`src/hw/rtl/msgf_pkg.sv`:
```
// ----------------------------------------------------------------------------
// msgf_pkg: shared types and constants for the masked Gaussian depth filter
// Word layouts, register indexes, state encodings and reset values.
// ----------------------------------------------------------------------------
package msgf_pkg;

   localparam int HALF_TAPS_DEF = 3;
   localparam int MAX_WIDTH_DEF = 1024;
   localparam int MAX_ROWS      = 1024;
   localparam int ONE_Q15       = 32768;
   localparam int PONDER_MIN    = 3;
   localparam int CSR_INDEX_W   = 3;

   localparam logic [CSR_INDEX_W-1:0] CSR_COEF_CENTER  = 3'd0;
   localparam logic [CSR_INDEX_W-1:0] CSR_COEF_ONE     = 3'd1;
   localparam logic [CSR_INDEX_W-1:0] CSR_COEF_TWO     = 3'd2;
   localparam logic [CSR_INDEX_W-1:0] CSR_COEF_THREE   = 3'd3;
   localparam logic [CSR_INDEX_W-1:0] CSR_FRAME_WIDTH  = 3'd4;
   localparam logic [CSR_INDEX_W-1:0] CSR_FRAME_HEIGHT = 3'd5;

   localparam logic [15:0] COEF_CENTER_RST  = 16'd9438;
   localparam logic [15:0] COEF_ONE_RST     = 16'd7314;
   localparam logic [15:0] COEF_TWO_RST     = 16'd3403;
   localparam logic [15:0] COEF_THREE_RST   = 16'd948;
   localparam logic [10:0] FRAME_WIDTH_RST  = 11'd160;
   localparam logic [10:0] FRAME_HEIGHT_RST = 11'd120;

   typedef enum logic {
      KIND_PIXEL = 1'b0,
      KIND_DRAIN = 1'b1
   } item_kind_type;

   typedef struct packed {
      item_kind_type kind;
      logic [15:0]   depth;
   } req_word_type;

   typedef struct packed {
      logic [15:0] depth_out;
      logic [9:0]  out_row;
      logic [9:0]  out_col;
      logic        frame_last;
   } rsp_word_type;

   typedef struct packed {
      logic clear;
      logic acc;
      logic finish;
   } comb_ctl_type;

   typedef struct packed {
      logic done;
   } comb_sts_type;

   typedef enum logic [3:0] {
      B_IDLE, B_PIX, B_RMAC, B_RFIN, B_RWAIT, B_ECHK, B_EMIT, B_EPASS,
      B_CADDR, B_CMAC, B_CFIN, B_CWAIT, B_ADV
   } back_state_type;

   typedef enum logic [1:0] {
      C_IDLE, C_CHECK, C_DIV, C_DONE
   } comb_state_type;

endpackage

```
`src/hw/rtl/msgf_front.sv`:
```
// ----------------------------------------------------------------------------
// msgf_front: input queue
// Takes request words, tags pixel or drain, and holds two for the back end.
// ----------------------------------------------------------------------------
module msgf_front import msgf_pkg::*; (
   input  logic         clock,
   input  logic         reset,
   input  logic         req_push,
   input  logic         req_func,
   input  logic [15:0]  req_depth_in,
   output logic         req_full,
   output logic         item_valid,
   output req_word_type item,
   input  logic         item_pop
);

   req_word_type buf_ff [2];
   req_word_type buf_in [2];
   logic       wp_ff, wp_in, rp_ff, rp_in;
   logic [1:0] cnt_ff, cnt_in;
   logic       push_ok, pop_ok;
   req_word_type word;

   always_comb begin
      word.kind  = req_func ? KIND_DRAIN : KIND_PIXEL;
      word.depth = req_depth_in;
   end

   assign req_full   = (cnt_ff == 2'd2);
   assign item_valid = (cnt_ff != 2'd0);
   assign item       = buf_ff[rp_ff];
   assign push_ok    = req_push && !req_full;
   assign pop_ok     = item_pop && item_valid;

   always_comb begin
      buf_in = buf_ff;
      wp_in  = wp_ff;
      rp_in  = rp_ff;
      cnt_in = cnt_ff;
      if (push_ok) begin
         buf_in[wp_ff] = word;
         wp_in = !wp_ff;
      end
      if (pop_ok) begin
         rp_in = !rp_ff;
      end
      case ({push_ok, pop_ok})
         2'b10:   cnt_in = cnt_ff + 2'd1;
         2'b01:   cnt_in = cnt_ff - 2'd1;
         default: cnt_in = cnt_ff;
      endcase
   end

   always_ff @(posedge clock) begin
      buf_ff <= buf_in;
      if (reset) begin
         wp_ff  <= 1'b0;
         rp_ff  <= 1'b0;
         cnt_ff <= 2'd0;
      end else begin
         wp_ff  <= wp_in;
         rp_ff  <= rp_in;
         cnt_ff <= cnt_in;
      end
   end

endmodule

```
`config.mk`:
```
export PLATFORM = sky130hd
export DESIGN_NAME = msgf_front
export DESIGN_NICKNAME = d
export VERILOG_FILES = /design/src/hw/rtl/msgf_pkg.sv /design/src/hw/rtl/msgf_front.sv
export SDC_FILE = /design/constraint.sdc
export NUM_CORES = 1
export LEC_CHECK = 0
export ABC_AREA = 1
export ABC_CLOCK_PERIOD_IN_PS = 2300
export BUFFER_PORTS_ARGS = -buffer_cell sky130_fd_sc_hd__buf_2
export CAP_MARGIN = 25
export CORE_AREA = 2 2 68 51
export DETAILED_ROUTE_END_ITERATION = 8
export DIE_AREA = 0 0 70 53
export PLACE_DENSITY_LB_ADDON = 0.3
export RECOVER_POWER = 50
export SLEW_MARGIN = 30
export SYNTH_ARGS = -nofsm -noshare
export SYNTH_HDL_FRONTEND = slang
export SYNTH_SLANG_ARGS = --single-unit
```
`constraint.sdc`:
```
create_clock -name clock -period 2.3 [get_ports clock]
set_input_delay 0.46 -clock clock [delete_from_list [all_inputs] [get_ports clock]]
set_output_delay 0.46 -clock clock [all_outputs]
set_load 0.005 [all_outputs]
```
# After elaboration in Yosys (flattened, before gate mapping)
# Cells that the tools add are included.
# word_totals
in_bits	21
reg_bits	38
word_cells	33
# classes
reduce_logical	8
bitwise_logic	2
n_lt_le_gt_ge	3
eq_ne	3
muxes	8
add_sub_neg	2
# ops
cell	n
two-way mux 17 bit	4
bitwise mux 34 bit	1
demux 17 bit (select 1 bit)	1
== test 2 bit, second input constant	2
greater-or-equal comparator 2 bit, second input constant	2
NOT 1 -> 2 bit	2
one-hot mux 2 bit (2 select lines)	1
nonzero test 2 bit	2
logical AND 1 bit	3
logical NOT 1 bit	3
adder 2 x 1 -> 2 bit, second input constant	1
== test 2 x 1 -> 1 bit, second input constant	1
< comparator 2 x 1 -> 1 bit, second input constant	1
subtractor 2 x 1 -> 2 bit, second input constant	1
two-way mux 1 bit	1

# Logic depth before layout (Yosys ltp)
# depth
ltp_word	6
mapped_depth	10
depth_no_buf	10

# Worst setup path after synthesis
# Ideal clock, no wire load.
# synth_timing
path_kind	input to register
start	input req_push
end	register buf_ff[17] in the netlist's numbering (enable)
arrival_time_ns	1.438
stages	4
setup_slack_ns	0.471
required_time_ns	1.910
path_cell_list	inv_1 > nor2_2 > inv_1 > nor2_1
# synth_via
elab_chain_cells	1
# synth_rtl
item	line	source
start: declaration	msgf_front.sv:8	input logic req_push,
logical AND 1 bit	msgf_front.sv:32	assign push_ok = req_push && !req_full;
end signal: assignment	msgf_front.sv:55	buf_ff <= buf_in;
end: declaration	msgf_front.sv:17	req_word_type buf_ff [2];
# No other way between the ends.
# A chain may end at the register's enable or synchronous reset.

==> results.yml <==
run_status:
  status: "finished, final reports clean"
place:
  port_buffers: 39
  dpl.hpwl_mm: 1.78
  gp_congestion: 0.738
  placed_cells: 202
  place_area_mm2: 0.00171
worst_setup_path:
  worst_path_max_delay_cell: "dfxtp_1"
  start_kind: "flip-flop"
  rr_startpoint: "cnt_ff[1]"
  cp_cell_sequence: "buf_4 -> nand2_1 -> nand2_1 -> buf_2"
  cp_common_cell: "nand2_1"
  ff2ff_setup_slack_ns: 0.71
  r2r-end: "buf_ff[20]"
  crit_required_ns: 1.84
  critPathMaxStageDelay_ns: 0.65
  cp_max_fo: 13
  reg2reg_depth: 6
  cp-end-kind: "output pin"
  cp_data_arrival_time_ns: 1.42
  crit_type: "reg -> out"
floorplan:
  fp.dieW_um: 70
  die_height_um: 53
  start_util_pct: 48.7
  fp.coreArea_mm2: 0.00302
  boundaryPins: 40
  rows: 17
  design.die.area_mm2: 0.00371
hold_path:
  min_to: "buf_ff[16]"
  hold_class: "in -> reg"
  hold_depth: 1
  hp-start: "req_func"
pwr:
  power.leakage_nw: 0.780
  power_density_mw_per_mm2: 953
  ir_drop_v: 0.000538
logic_synthesis:
  syn_avg_cell_area_um2: 11.7
  post-synth-top-area-cell: "edfxtp_1"
  ys_types: 16
  synth_area_mm2: 0.00147
  yosysSeqAreaShare_pct: 74.8
  syn_nets: 148
  synth.top_cell.area_share_pct: 69.4
  yosysWarnings: 0
  syn-instance-count: 126
  synthTopCellsByArea: "edfxtp_1 (69%), nand2_1 (14%), dfxtp_1 (5.4%), nor2_1 (2.3%), inv_1 (1.8%)"
  synth-seq-cells: 38
cells_and_area:
  design_area_mm2: 0.00177
  diodes: 0
  final_cell_mix: "nand2_1 (56), edfxtp_1 (34), buf_2 (28)"
  n_fill_cell: 264
  final_nets: 193
  multi_input_area_um2: 304
  regArea_mm2: 0.00110
  instances_no_fill: 209
  syn2layout_area_growth_pct: 20.6
  drive_gt1_share_pct: 24.0
  final_common_cell: "nand2_1"
sta:
  grt_setup_unrepaired: "false"
  final_hold_viol_count: 0
  setup-violations-final: 0
  final-max-slew-violation-count: 0
  final.period_utilization_pct: 81.8
  slew-limit-headroom_pct: 57.4
  finalClockSkew_ns: 0.00272
  worst_slew_pin_slew_ns: 0.639
  fmax_mhz: 531
  final.setup.tns_ns: 0
  period_minus_slack_ns: 1.88
route:
  viasPerCell: 4.61
  ant_nets: 0
  first_iter_violations: 64
  num_vias: 964
  drc: 0
  first_pass_iters: 4
  wl_mm: 2.57
  wl_per_cell_um: 12.3
job:
  drv_cap: 0
clock_tree:
  cts_num_sinks: 38
  cts_tree: "done"
  ctsLongestPathBuffers: 2
  cts_buffers: 5
  htreeDepth: 2
  clk_pin_slew_ns: 0.07
  cts_hold_buf: 0
  cts_resized: 0
  clock_latency_ns: 0.28
  cts_root_buffer: "clkbuf_8"
  cts_setup_buffers: 0
global_route:
  grt_pass1_vias: 961
  grt_max_degree: 19
  grt-ovfl-total: 0
  grt_antenna_before_repair: 0
  track_usage_pct: 16.1
  grt_pass1_wl_mm: 4.23
logic make-up after synthesis:
family          synth area share (%)
simple gates                    19.1
compound gates                  1.02
flops                           74.8
buf+inv                         4.17
fa+ha+maj                      0.850
power breakdown:
part	switching [mW]	internal [mW]
registers	0.0425	0.845
clock network	0.207	0.238
logic	0.216	0.142
total	0.466	1.23
flip-flops by register name, summed over array words and instances (netlist names):
name and flops:
buf_ff 34, cnt_ff 2, rp_ff 1, wp_ff 1
final cells by class:
type                       count  share of cell area (%)
multi-input combinational     75                    17.1
sequential                    38                    62.1
clock buffer                   7                    4.87
inverter                      10                    2.33
timing repair buffer          41                    10.9
tap                           38                    2.68
worst max-delay path: cells and delay by family (launching register included):
kind | cells | cell delay [ns]
flip-flops | 1 | 0.65
buffers and inverters | 2 | 0.35
AND/OR/NAND/NOR | 2 | 0.13
metal layers:
metal	GRT usage [%]	part of all wire, %	up-vias
li1	-	-	495
met3	5.71	4.8	7
met1	19.1	46	436
met5	0	0	-
met2	26.2	47	26
met4	8.65	2.1	0
metrics by stage:
stage          hold slack (ns)  setup WS (ns)  utilization [%]  total power, mW
2_1_floorplan            0.476          0.471                -             1.12
3_3_place_gp             0.493          0.680             56.6             1.26
3_5_place_dp             0.503          0.620             56.6             1.28
4_1_cts                  0.354          0.418             59.4             1.72
5_1_grt                  0.360          0.307             58.7             1.79
6_report                 0.367          0.418             58.7             1.69
synth_stat cells, drive strengths merged:
| cell | number |
|---|---|
| nand2 | 59 |
| edfxtp | 34 |
| nor2 | 11 |
| inv | 9 |
| dfxtp | 4 |
| buf | 3 |
| o21ai | 2 |
| a21oi | 1 |
| clkinv | 1 |
| ha | 1 |
| nand4 | 1 |
worst max-delay path by stage:
stage,from,endpoint,cells past startpoint
floorplan,req_push,buf_ff[17],4
global placement,req_push,buf_ff[8],5
detailed placement,req_push,buf_ff[14],5
CTS,rp_ff,item[12],4
global route,rp_ff,item[14],4
finish,rp_ff,item[9],4
Power figures use the tool's default switching activity.
