## src/hw/rtl/msgf_pkg.sv

```systemverilog
// ----------------------------------------------------------------------------
// msgf_pkg: shared types and constants for the masked Gaussian depth filter
// Word layouts, register indexes, state encodings and reset values.
// ----------------------------------------------------------------------------
package msgf_pkg;

   localparam int HALF_TAPS_DEF = 3;
   localparam int MAX_WIDTH_DEF = 1024;
   localparam int MAX_ROWS      = 1024;
   localparam int ONE_Q15       = 32768;
   localparam int PONDER_MIN    = 3;
   localparam int CSR_INDEX_W   = 3;

   localparam logic [CSR_INDEX_W-1:0] CSR_COEF_CENTER  = 3'd0;
   localparam logic [CSR_INDEX_W-1:0] CSR_COEF_ONE     = 3'd1;
   localparam logic [CSR_INDEX_W-1:0] CSR_COEF_TWO     = 3'd2;
   localparam logic [CSR_INDEX_W-1:0] CSR_COEF_THREE   = 3'd3;
   localparam logic [CSR_INDEX_W-1:0] CSR_FRAME_WIDTH  = 3'd4;
   localparam logic [CSR_INDEX_W-1:0] CSR_FRAME_HEIGHT = 3'd5;

   localparam logic [15:0] COEF_CENTER_RST  = 16'd9438;
   localparam logic [15:0] COEF_ONE_RST     = 16'd7314;
   localparam logic [15:0] COEF_TWO_RST     = 16'd3403;
   localparam logic [15:0] COEF_THREE_RST   = 16'd948;
   localparam logic [10:0] FRAME_WIDTH_RST  = 11'd160;
   localparam logic [10:0] FRAME_HEIGHT_RST = 11'd120;

   typedef enum logic {
      KIND_PIXEL = 1'b0,
      KIND_DRAIN = 1'b1
   } item_kind_type;

   typedef struct packed {
      item_kind_type kind;
      logic [15:0]   depth;
   } req_word_type;

   typedef struct packed {
      logic [15:0] depth_out;
      logic [9:0]  out_row;
      logic [9:0]  out_col;
      logic        frame_last;
   } rsp_word_type;

   typedef struct packed {
      logic clear;
      logic acc;
      logic finish;
   } comb_ctl_type;

   typedef struct packed {
      logic done;
   } comb_sts_type;

   typedef enum logic [3:0] {
      B_IDLE, B_PIX, B_RMAC, B_RFIN, B_RWAIT, B_ECHK, B_EMIT, B_EPASS,
      B_CADDR, B_CMAC, B_CFIN, B_CWAIT, B_ADV
   } back_state_type;

   typedef enum logic [1:0] {
      C_IDLE, C_CHECK, C_DIV, C_DONE
   } comb_state_type;

endpackage

```

## src/hw/rtl/msgf_comb.sv

```systemverilog
// ----------------------------------------------------------------------------
// msgf_comb: masked tap combiner
// Serial multiply-accumulate with weight removal, then round, divide, saturate or give zero.
// ----------------------------------------------------------------------------
module msgf_comb import msgf_pkg::*; #(
   parameter int HALF_TAPS = HALF_TAPS_DEF
) (
   input  logic         clock,
   input  logic         reset,
   input  comb_ctl_type ctl,
   input  logic [15:0]  tap_val,
   input  logic [15:0]  tap_wt,
   output comb_sts_type sts,
   output logic [15:0]  result
);

   localparam int NTAPS = 2 * HALF_TAPS + 1;
   localparam int SW    = 32 + $clog2(NTAPS);
   localparam int PW    = 18 + $clog2(NTAPS);
   localparam int NW    = SW + 2;
   localparam int RW    = 33;

   comb_state_type cst_ff, cst_in;
   logic [31:0]        prod_ff, prod_in;
   logic               pz_ff, pz_in, pv_ff, pv_in;
   logic [15:0]        pw_ff, pw_in;
   logic [SW-1:0]      sum_ff, sum_in;
   logic signed [PW-1:0] pond_ff, pond_in;
   logic [RW-1:0]      rem_ff, rem_in, dsh_ff, dsh_in;
   logic [15:0]        q_ff, q_in, res_ff, res_in;
   logic [3:0]         step_ff, step_in;
   logic [NW-1:0]      num, lim;
   logic [16:0]        den;
   logic [SW-1:0]      rnd;
   logic               ge;

   assign den = {pond_ff[15:0], 1'b0};
   assign num = (NW'(sum_ff) << 1) + NW'(pond_ff[15:0]);
   assign lim = NW'(den) << 16;
   assign rnd = (sum_ff + SW'(ONE_Q15 / 2)) >> 15;
   assign ge  = (rem_ff >= dsh_ff);

   always_comb begin
      cst_in = cst_ff;
      case (cst_ff)
         C_IDLE:  if (ctl.finish) cst_in = C_CHECK;
         C_CHECK: begin
            if (pond_ff != PW'(ONE_Q15) && pond_ff > PW'(PONDER_MIN) && num < lim) begin
               cst_in = C_DIV;
            end else begin
               cst_in = C_DONE;
            end
         end
         C_DIV:   if (step_ff == 4'd0) cst_in = C_DONE;
         C_DONE:  cst_in = C_IDLE;
         default: cst_in = C_IDLE;
      endcase
   end

   always_comb begin
      prod_in = 32'(tap_val) * 32'(tap_wt);
      pz_in   = (tap_val == 16'd0);
      pw_in   = tap_wt;
      pv_in   = ctl.acc;
      sum_in  = sum_ff;
      pond_in = pond_ff;
      rem_in  = rem_ff;
      dsh_in  = dsh_ff;
      q_in    = q_ff;
      step_in = step_ff;
      res_in  = res_ff;
      if (ctl.clear) begin
         sum_in  = '0;
         pond_in = PW'(ONE_Q15);
      end else if (pv_ff) begin
         if (pz_ff) pond_in = pond_ff - $signed(PW'(pw_ff));
         else       sum_in  = sum_ff + SW'(prod_ff);
      end
      case (cst_ff)
         C_CHECK: begin
            if (pond_ff == PW'(ONE_Q15)) begin
               res_in = (rnd[SW-1:16] != '0) ? 16'hFFFF : rnd[15:0];
            end else if (pond_ff > PW'(PONDER_MIN)) begin
               res_in  = 16'hFFFF;
               rem_in  = RW'(num);
               dsh_in  = RW'(den) << 15;
               q_in    = 16'd0;
               step_in = 4'd15;
            end else begin
               res_in = 16'd0;
            end
         end
         C_DIV: begin
            rem_in  = ge ? rem_ff - dsh_ff : rem_ff;
            dsh_in  = dsh_ff >> 1;
            q_in    = {q_ff[14:0], ge};
            step_in = step_ff - 4'd1;
            if (step_ff == 4'd0) res_in = {q_ff[14:0], ge};
         end
         default: ;
      endcase
   end

   assign sts.done = (cst_ff == C_DONE);
   assign result   = res_ff;

   always_ff @(posedge clock) begin
      prod_ff <= prod_in;
      pz_ff   <= pz_in;
      pw_ff   <= pw_in;
      sum_ff  <= sum_in;
      pond_ff <= pond_in;
      rem_ff  <= rem_in;
      dsh_ff  <= dsh_in;
      q_ff    <= q_in;
      step_ff <= step_in;
      res_ff  <= res_in;
      if (reset) begin
         cst_ff <= C_IDLE;
         pv_ff  <= 1'b0;
      end else begin
         cst_ff <= cst_in;
         pv_ff  <= pv_in;
      end
   end

endmodule

```

## config.mk

```make
export PLATFORM = sky130hd
export DESIGN_NAME = msgf_comb
export DESIGN_NICKNAME = d
export VERILOG_FILES = /design/src/hw/rtl/msgf_pkg.sv /design/src/hw/rtl/msgf_comb.sv
export SDC_FILE = /design/constraint.sdc
export NUM_CORES = 1
export LEC_CHECK = 0
export BUFFER_PORTS_ARGS = -buffer_cell sky130_fd_sc_hd__buf_4
export CELL_PAD_IN_SITES_DETAIL_PLACEMENT = 0
export CELL_PAD_IN_SITES_GLOBAL_PLACEMENT = 1
export CORE_MARGIN = 2
export CORE_UTILIZATION = 50
export DETAILED_ROUTE_END_ITERATION = 8
export PLACE_DENSITY = 0.92
export RECOVER_POWER = 25
export SLEW_MARGIN = 20
export SYNTH_ARGS = -nofsm -noshare
export SYNTH_HDL_FRONTEND = slang
export SYNTH_SLANG_ARGS = --single-unit
```

## constraint.sdc

```tcl
create_clock -name clock -period 8.4 [get_ports clock]
set_input_delay 1.26 -clock clock [delete_from_list [all_inputs] [get_ports clock]]
set_output_delay 1.26 -clock clock [all_outputs]
set_load 0.01 [all_outputs]
```

# After elaboration in Yosys (flattened, before gate mapping)
# Index checks and enable logic that the tools add are counted.
word_totals:
  reg_bits: 209
  input_bits: 37
  out_inout_bits: 17
  word_cells: 68
op_classes:
  addsub: 6
  mul: 1
  n_lt_le_gt_ge: 3
  eq_ne: 10
  n_mux: 22
  bitwise_logic: 1
  n_reduce_logical: 13
ops:
  columns: ["op", "n"]
  rows:
  - ["33-bit two-way mux", 5]
  - ["33-bit one-hot mux with 2 select lines", 2]
  - ["16-bit two-way mux", 4]
  - ["36-bit by 16-bit adder with 37-bit output", 1]
  - ["37-bit by 33-bit less-than comparator with 1-bit output", 1]
  - ["35-bit by 15-bit adder with 35-bit output, second input constant", 1]
  - ["35-bit by 32-bit adder with 35-bit output", 1]
  - ["33-bit greater-or-equal comparator", 1]
  - ["33-bit subtractor", 1]
  - ["16-bit by 16-bit multiplier with 32-bit output", 1]
  - ["16-bit one-hot mux with 2 select lines", 1]
  - ["15-bit two-way mux", 2]
  - ["15-bit one-hot mux with 2 select lines", 1]
  - ["21-bit by 17-bit equality test with 1-bit output, second input constant", 1]
  - ["21-bit by 3-bit > comparator with 1-bit output, second input constant", 1]
  - ["21-bit by 17-bit != test with 1-bit output, second input constant", 1]
  - ["21-bit by 17-bit subtractor with 21-bit output", 1]
  - ["19-bit nonzero test", 1]
  - ["16-bit logical NOT", 1]
  - ["2-bit != test, second input constant", 5]
  - ["4-bit two-way mux", 2]
  - ["2-bit one-hot mux with 4 select lines", 1]
  - ["4-bit one-hot mux with 2 select lines", 1]
  - ["2-bit AND reduction", 4]
  - ["other kinds (12)", 15]

# Logic depth before layout (Yosys ltp)
logic_depth:
  word_depth: 5
  ltp_mapped: 24
  depth_no_buf: 23

# Worst setup path after synthesis
# OpenSTA, ideal clock, no wires.
synth_timing:
  kind: "input to register"
  startpoint: "input tap_val[13]"
  endpoint: "register prod_ff[30]"
  setup_time_ns: 0.073
  arrival_time_ns: 6.974
  setup_slack_ns: 1.352
  cell_stages: 22
  n_path_buf: 2
  path_cell_list: "clkbuf_1 > clkbuf_1 > nand2_1 > fa_1 > fa_1 > inv_1 > fa_1 > fa_1 > fa_1 > inv_1 > fa_1 > inv_1 > ha_1 > a21o_1 > a21o_1 > a21oi_1 > o21a_1 > o22a_1 > o31ai_2 > or4_4 > a2111o_1 > o211ai_2"
synth_between:
  elab_chain_cells: 1
synth_rtl:
  columns: ["item", "line", "text"]
  rows:
  - ["start, declared", "msgf_comb.sv:11", "input logic [15:0] tap_val,"]
  - ["16-bit by 16-bit multiplier with 32-bit output", "msgf_comb.sv:61", "prod_in = 32'(tap_val) * 32'(tap_wt);"]
  - ["named net prod_in[30]", "msgf_comb.sv:24", "logic [31:0] prod_ff, prod_in;"]
  - ["end signal, assigned", "msgf_comb.sv:108", "prod_ff <= prod_in;"]
  - ["end, declared", "msgf_comb.sv:24", null]
# The timed path passes the listed nets, and every way through them passes these cells.
# A chain may end at the register's enable or synchronous reset.

# Final worst setup path
layout_timing:
  startpoint: "input tap_wt[3]"
  endpoint: "register prod_ff[31]"
layout_between:
  elab_chain_cells: 1
layout_rtl:
  columns: ["item", "line", "text"]
  rows:
  - ["start, declared", "msgf_comb.sv:12", "input logic [15:0] tap_wt,"]
  - ["16-bit by 16-bit multiplier with 32-bit output", "msgf_comb.sv:61", null]
  - ["named net prod_in[31]", "msgf_comb.sv:24", null]
# The timed path passes the listed nets, and every way through them passes these cells.

==> out/qor.json <==
{
  "finalInstanceArea": {"value": 23100, "unit": "µm²"},
  "internal-power": {"value": 4740, "unit": "µW"},
  "synth.net_count": {"value": 2907},
  "postSynth.asyncResetShare": {"value": 0, "unit": "%"},
  "globalRouteTotalUtil": {"value": 24.2, "unit": "%"},
  "synth_most_common_cell": {"value": "inv_1"},
  "route.detailed.drc": {"value": 0},
  "clkTransAtPathRegs": {"value": 0.06, "unit": "ns"},
  "worst_slew_margin_rel": {"value": -166, "unit": "%"},
  "totalWireLength": {"value": 53.0, "unit": "mm"},
  "power.share.combinational": {"value": 67.5, "unit": "%"},
  "highest-signal-layer": {"value": "met5"},
  "cts_inserted_buffers": {"value": 26},
  "violations": {"value": "max-capacitance violations, max-slew violations"},
  "placedCellCount": {"value": 2970},
  "die_w": {"value": 212, "unit": "µm"},
  "ys_top_cells_by_count": {"value": "inv_1 (347), nand2_1 (299), ha_1 (220), fa_1 (198), a21oi_1 (172)"},
  "grt_first_pass_wirelength": {"value": 87.2, "unit": "mm"},
  "fmaxAchievable": {"value": 137, "unit": "MHz"},
  "synth_top_cells_by_area": {"value": "fa_1 (18%), edfxtp_1 (14%), ha_1 (13%)"},
  "ios": {"value": 54},
  "final_hold_viol_count": {"value": 0},
  "cts_num_sinks": {"value": 208},
  "design.die.area": {"value": 44800, "unit": "µm²"},
  "hold_ws": {"value": 0.515, "unit": "ns"},
  "yosysWarnings": {"value": 0},
  "worst_skew_pair.late_latency": {"value": 0.55, "unit": "ns"},
  "route.detailed.vias_per_inst": {"value": 5.56},
  "endpoint_kind": {"value": "flip-flop"},
  "ant_nets": {"value": 0},
  "period_needed": {"value": 7.33, "unit": "ns"},
  "max-vdd-ir-drop": {"value": 0.289, "unit": "mV"},
  "cp-start-kind": {"value": "input port"},
  "synth_edf_count": {"value": 100},
  "synth-main-ff-cell": {"value": "dfxtp_1"},
  "seqPwrFrac": {"value": 19.0, "unit": "%"},
  "worst-endpoint-arrival": {"value": 7.78, "unit": "ns"},
  "die-height": {"value": 212, "unit": "µm"},
  "numPortBuffers": {"value": 53},
  "vias": {"value": 16800},
  "clkPwrFrac": {"value": 13.5, "unit": "%"},
  "critical_path_class": {"value": "in -> reg"},
  "htree_levels": {"value": 1},
  "post_synth_inst_count": {"value": 2452},
  "totalNegativeSetupSlack": {"value": 0, "unit": "ns"},
  "final_cell_count_no_fill": {"value": 3016},
  "total_switching_power": {"value": 3980, "unit": "µW"},
  "cts_hold_buffers": {"value": 0},
  "core_area": {"value": 42800, "unit": "µm²"},
  "cellLeakagePower": {"value": 0.0107, "unit": "µW"},
  "detailedRoute.firstPassIterationCount": {"value": 5},
  "vias_in_the_first_global_route": {"value": 17100},
  "count_of_pins_over_their_slew_limit": {"value": 171},
  "timing.final.setup_violations": {"value": 0},
  "filler_cell_count": {"value": 3915},
  "power.share.switching": {"value": 45.6, "unit": "%"},
  "grt_max_degree": {"value": 109},
  "diodes_inserted": {"value": 0},
  "initialDrtViolationCount": {"value": 1257},
  "period_share": {"value": 87.2, "unit": "%"},
  "postCtsResizedCells": {"value": 0},
  "nNetsFinal": {"value": 2907},
  "flow.area_growth_from_synthesis": {"value": 7.32, "unit": "%"},
  "initial_standard_cell_utilization_of_the_core": {"value": 50.4, "unit": "%"},
  "overflow": {"value": 0},
  "place_area": {"value": 22400, "unit": "µm²"},
  "synth.lib_cells_used.distinct": {"value": 79},
  "rsz_0062_raised_after_global_routing": {"value": "false"},
  "met3_wl_post_dr": {"value": 2.52, "unit": "mm"},
  "finalCoreUtilization": {"value": 54.0, "unit": "%"},
  "clock_skew": {"value": 0.0252, "unit": "ns"},
  "gp_routability_congestion": {"value": 0.927},
  "rows": {"value": 76},
  "critical_path_required": {"value": 8.86, "unit": "ns"},
  "syn-mean-instance-area": {"value": 8.79, "unit": "µm²"},
  "power_per_cell_area": {"value": 377, "unit": "nW/µm²"},
  "drive_above_1_share": {"value": 4.05, "unit": "%"},
  "m1WireLength": {"value": 23.8, "unit": "mm"},
  "synth.largest_area_cell": {"value": "fa_1"},
  "post_cts_buffers": {"value": 0},
  "clock-root-buffer": {"value": "clkbuf_16"},
  "dr_wl_met2": {"value": 24.9, "unit": "mm"},
  "drt-wirelength-per-cell": {"value": 17.6, "unit": "µm"},
  "maxCapViolations": {"value": 2},
  "synth_sequential_area_ratio": {"value": 24.0, "unit": "%"},
  "run_status": {"value": "finished with violations"},
  "ys_seq_elements": {"value": 208},
  "worst_slew_pin_slew": {"value": 3.98, "unit": "ns"},
  "holdCritPathClass": {"value": "reg -> reg"},
  "synthesis.area": {"value": 21600, "unit": "µm²"},
  "dp.final_hpwl": {"value": 41.2, "unit": "mm"},
  "crit_path_max_fanout": {"value": 17},
  "synth.top_cell.area_share": {"value": 18.4, "unit": "%"},
  "tritoncts": {"value": "done"},
  "clock_tree.buffer_depth": {"value": 3},
  "grt_antenna_before_repair": {"value": 1}
}
-- cells in the final DEF (no fill, tap or decap), drive strengths merged, types with 80 or more instances in the layout --
cell,n
xnor2,80
a21oi,173
dfxtp,108
inv,347
nor2,137
ha,220
edfxtp,100
o21ai,97
nand2,299
fa,198
and2,147
-- kinds of logic (layout without fill, tap and decap cells) --
family	Yosys count	count (layout)	share of synthesized area [%]
XOR/XNOR	131	131	5.32
AND/OR/NAND/NOR	773	773	17.2
adder cells (fa/ha/maj)	418	418	31.2
multiplexers	11	11	0.552
AO/OA/AOI/OAI	477	477	14.2
buffers and inverters	434	452	7.63
flip-flops	208	208	24.0
-- final timing paths --
| kind | startpoint | to | slack, ns | depth (start not counted) |
|---|---|---|---|---|
| setup / recovery | tap_wt[3] | prod_ff[31]$_DFF_P_ | 1.07 | 21 |
| hold / removal | sum_ff[0]$_SDFFE_PP0P_ | sum_ff[0]$_SDFFE_PP0P_ | 0.52 | 2 |
| setup reg to reg | cst_ff[0]$_SDFFE_PP0P_ | rem_ff[17]$_DFFE_PP_ | 2.90 | 7 |
| hold reg to reg | sum_ff[0]$_SDFFE_PP0P_ | sum_ff[0]$_SDFFE_PP0P_ | 0.52 | 2 |
-- per-stage QoR --
step | power [µW] | worst slack (ns)
3_5_place_dp | 7510 | 1.06
2_1_floorplan | 6260 | 1.35
5_1_grt | 9580 | 0.698
6_report | 8710 | 1.07
4_1_cts | 8750 | 1.61
3_3_place_gp | 7350 | 1.16
-- registers in the layout, indices dropped and copies added (netlist names) --
name	count
cst_ff	2
pv_ff	1
dsh_ff	32
result	16
pond_ff	21
prod_ff	32
q_ff	15
pw_ff	16
rem_ff	33
step_ff	4
sum_ff	35
pz_ff	1
-- routing by layer --
metal / vias up / global-route usage (%)
met5: - / 0
met4: 2 / 7.84
met3: 117 / 2.54
met2: 431 / 41.4
met1: 8050 / 32.2
li1: 8160 / -
-- cell type report --
cell class	instances	area (µm²)	share of cell area, %
well taps	546	683	2.95
inverters	347	1300	5.63
clock buffers	37	744	3.22
multi-input cells	1810	14800	63.8
flip-flops and latches	208	5160	22.3
repair buffers	59	330	1.43
clock inverters	9	148	0.638
-- critical path: stages --
cell and delay (ns):
clkbuf_1 0.69, nand2_1 0.18, fa_1 0.60, fa_1 0.44, fa_1 0.51, inv_1 0.05
fa_1 0.46, fa_1 0.54, inv_1 0.05, fa_1 0.53, inv_1 0.05, ha_1 0.35
a211oi_1 0.26, nor2_1 0.11, o41ai_1 0.47, o32ai_2 0.25, a41oi_2 0.30, o2111a_1 0.27
o21bai_1 0.08, a21oi_1 0.18, xnor2_1 0.13
-- power groups by stage --
stage / clock (µW) / combinational [µW] / sequential, µW
6_report: 1180 / 5880 / 1660
4_1_cts: 1200 / 5900 / 1650
3_3_place_gp: 0 / 5680 / 1660
2_1_floorplan: 0 / 4650 / 1600
5_1_grt: 1240 / 6650 / 1680
3_5_place_dp: 0 / 5840 / 1670
(Power assumes the default switching activity.)
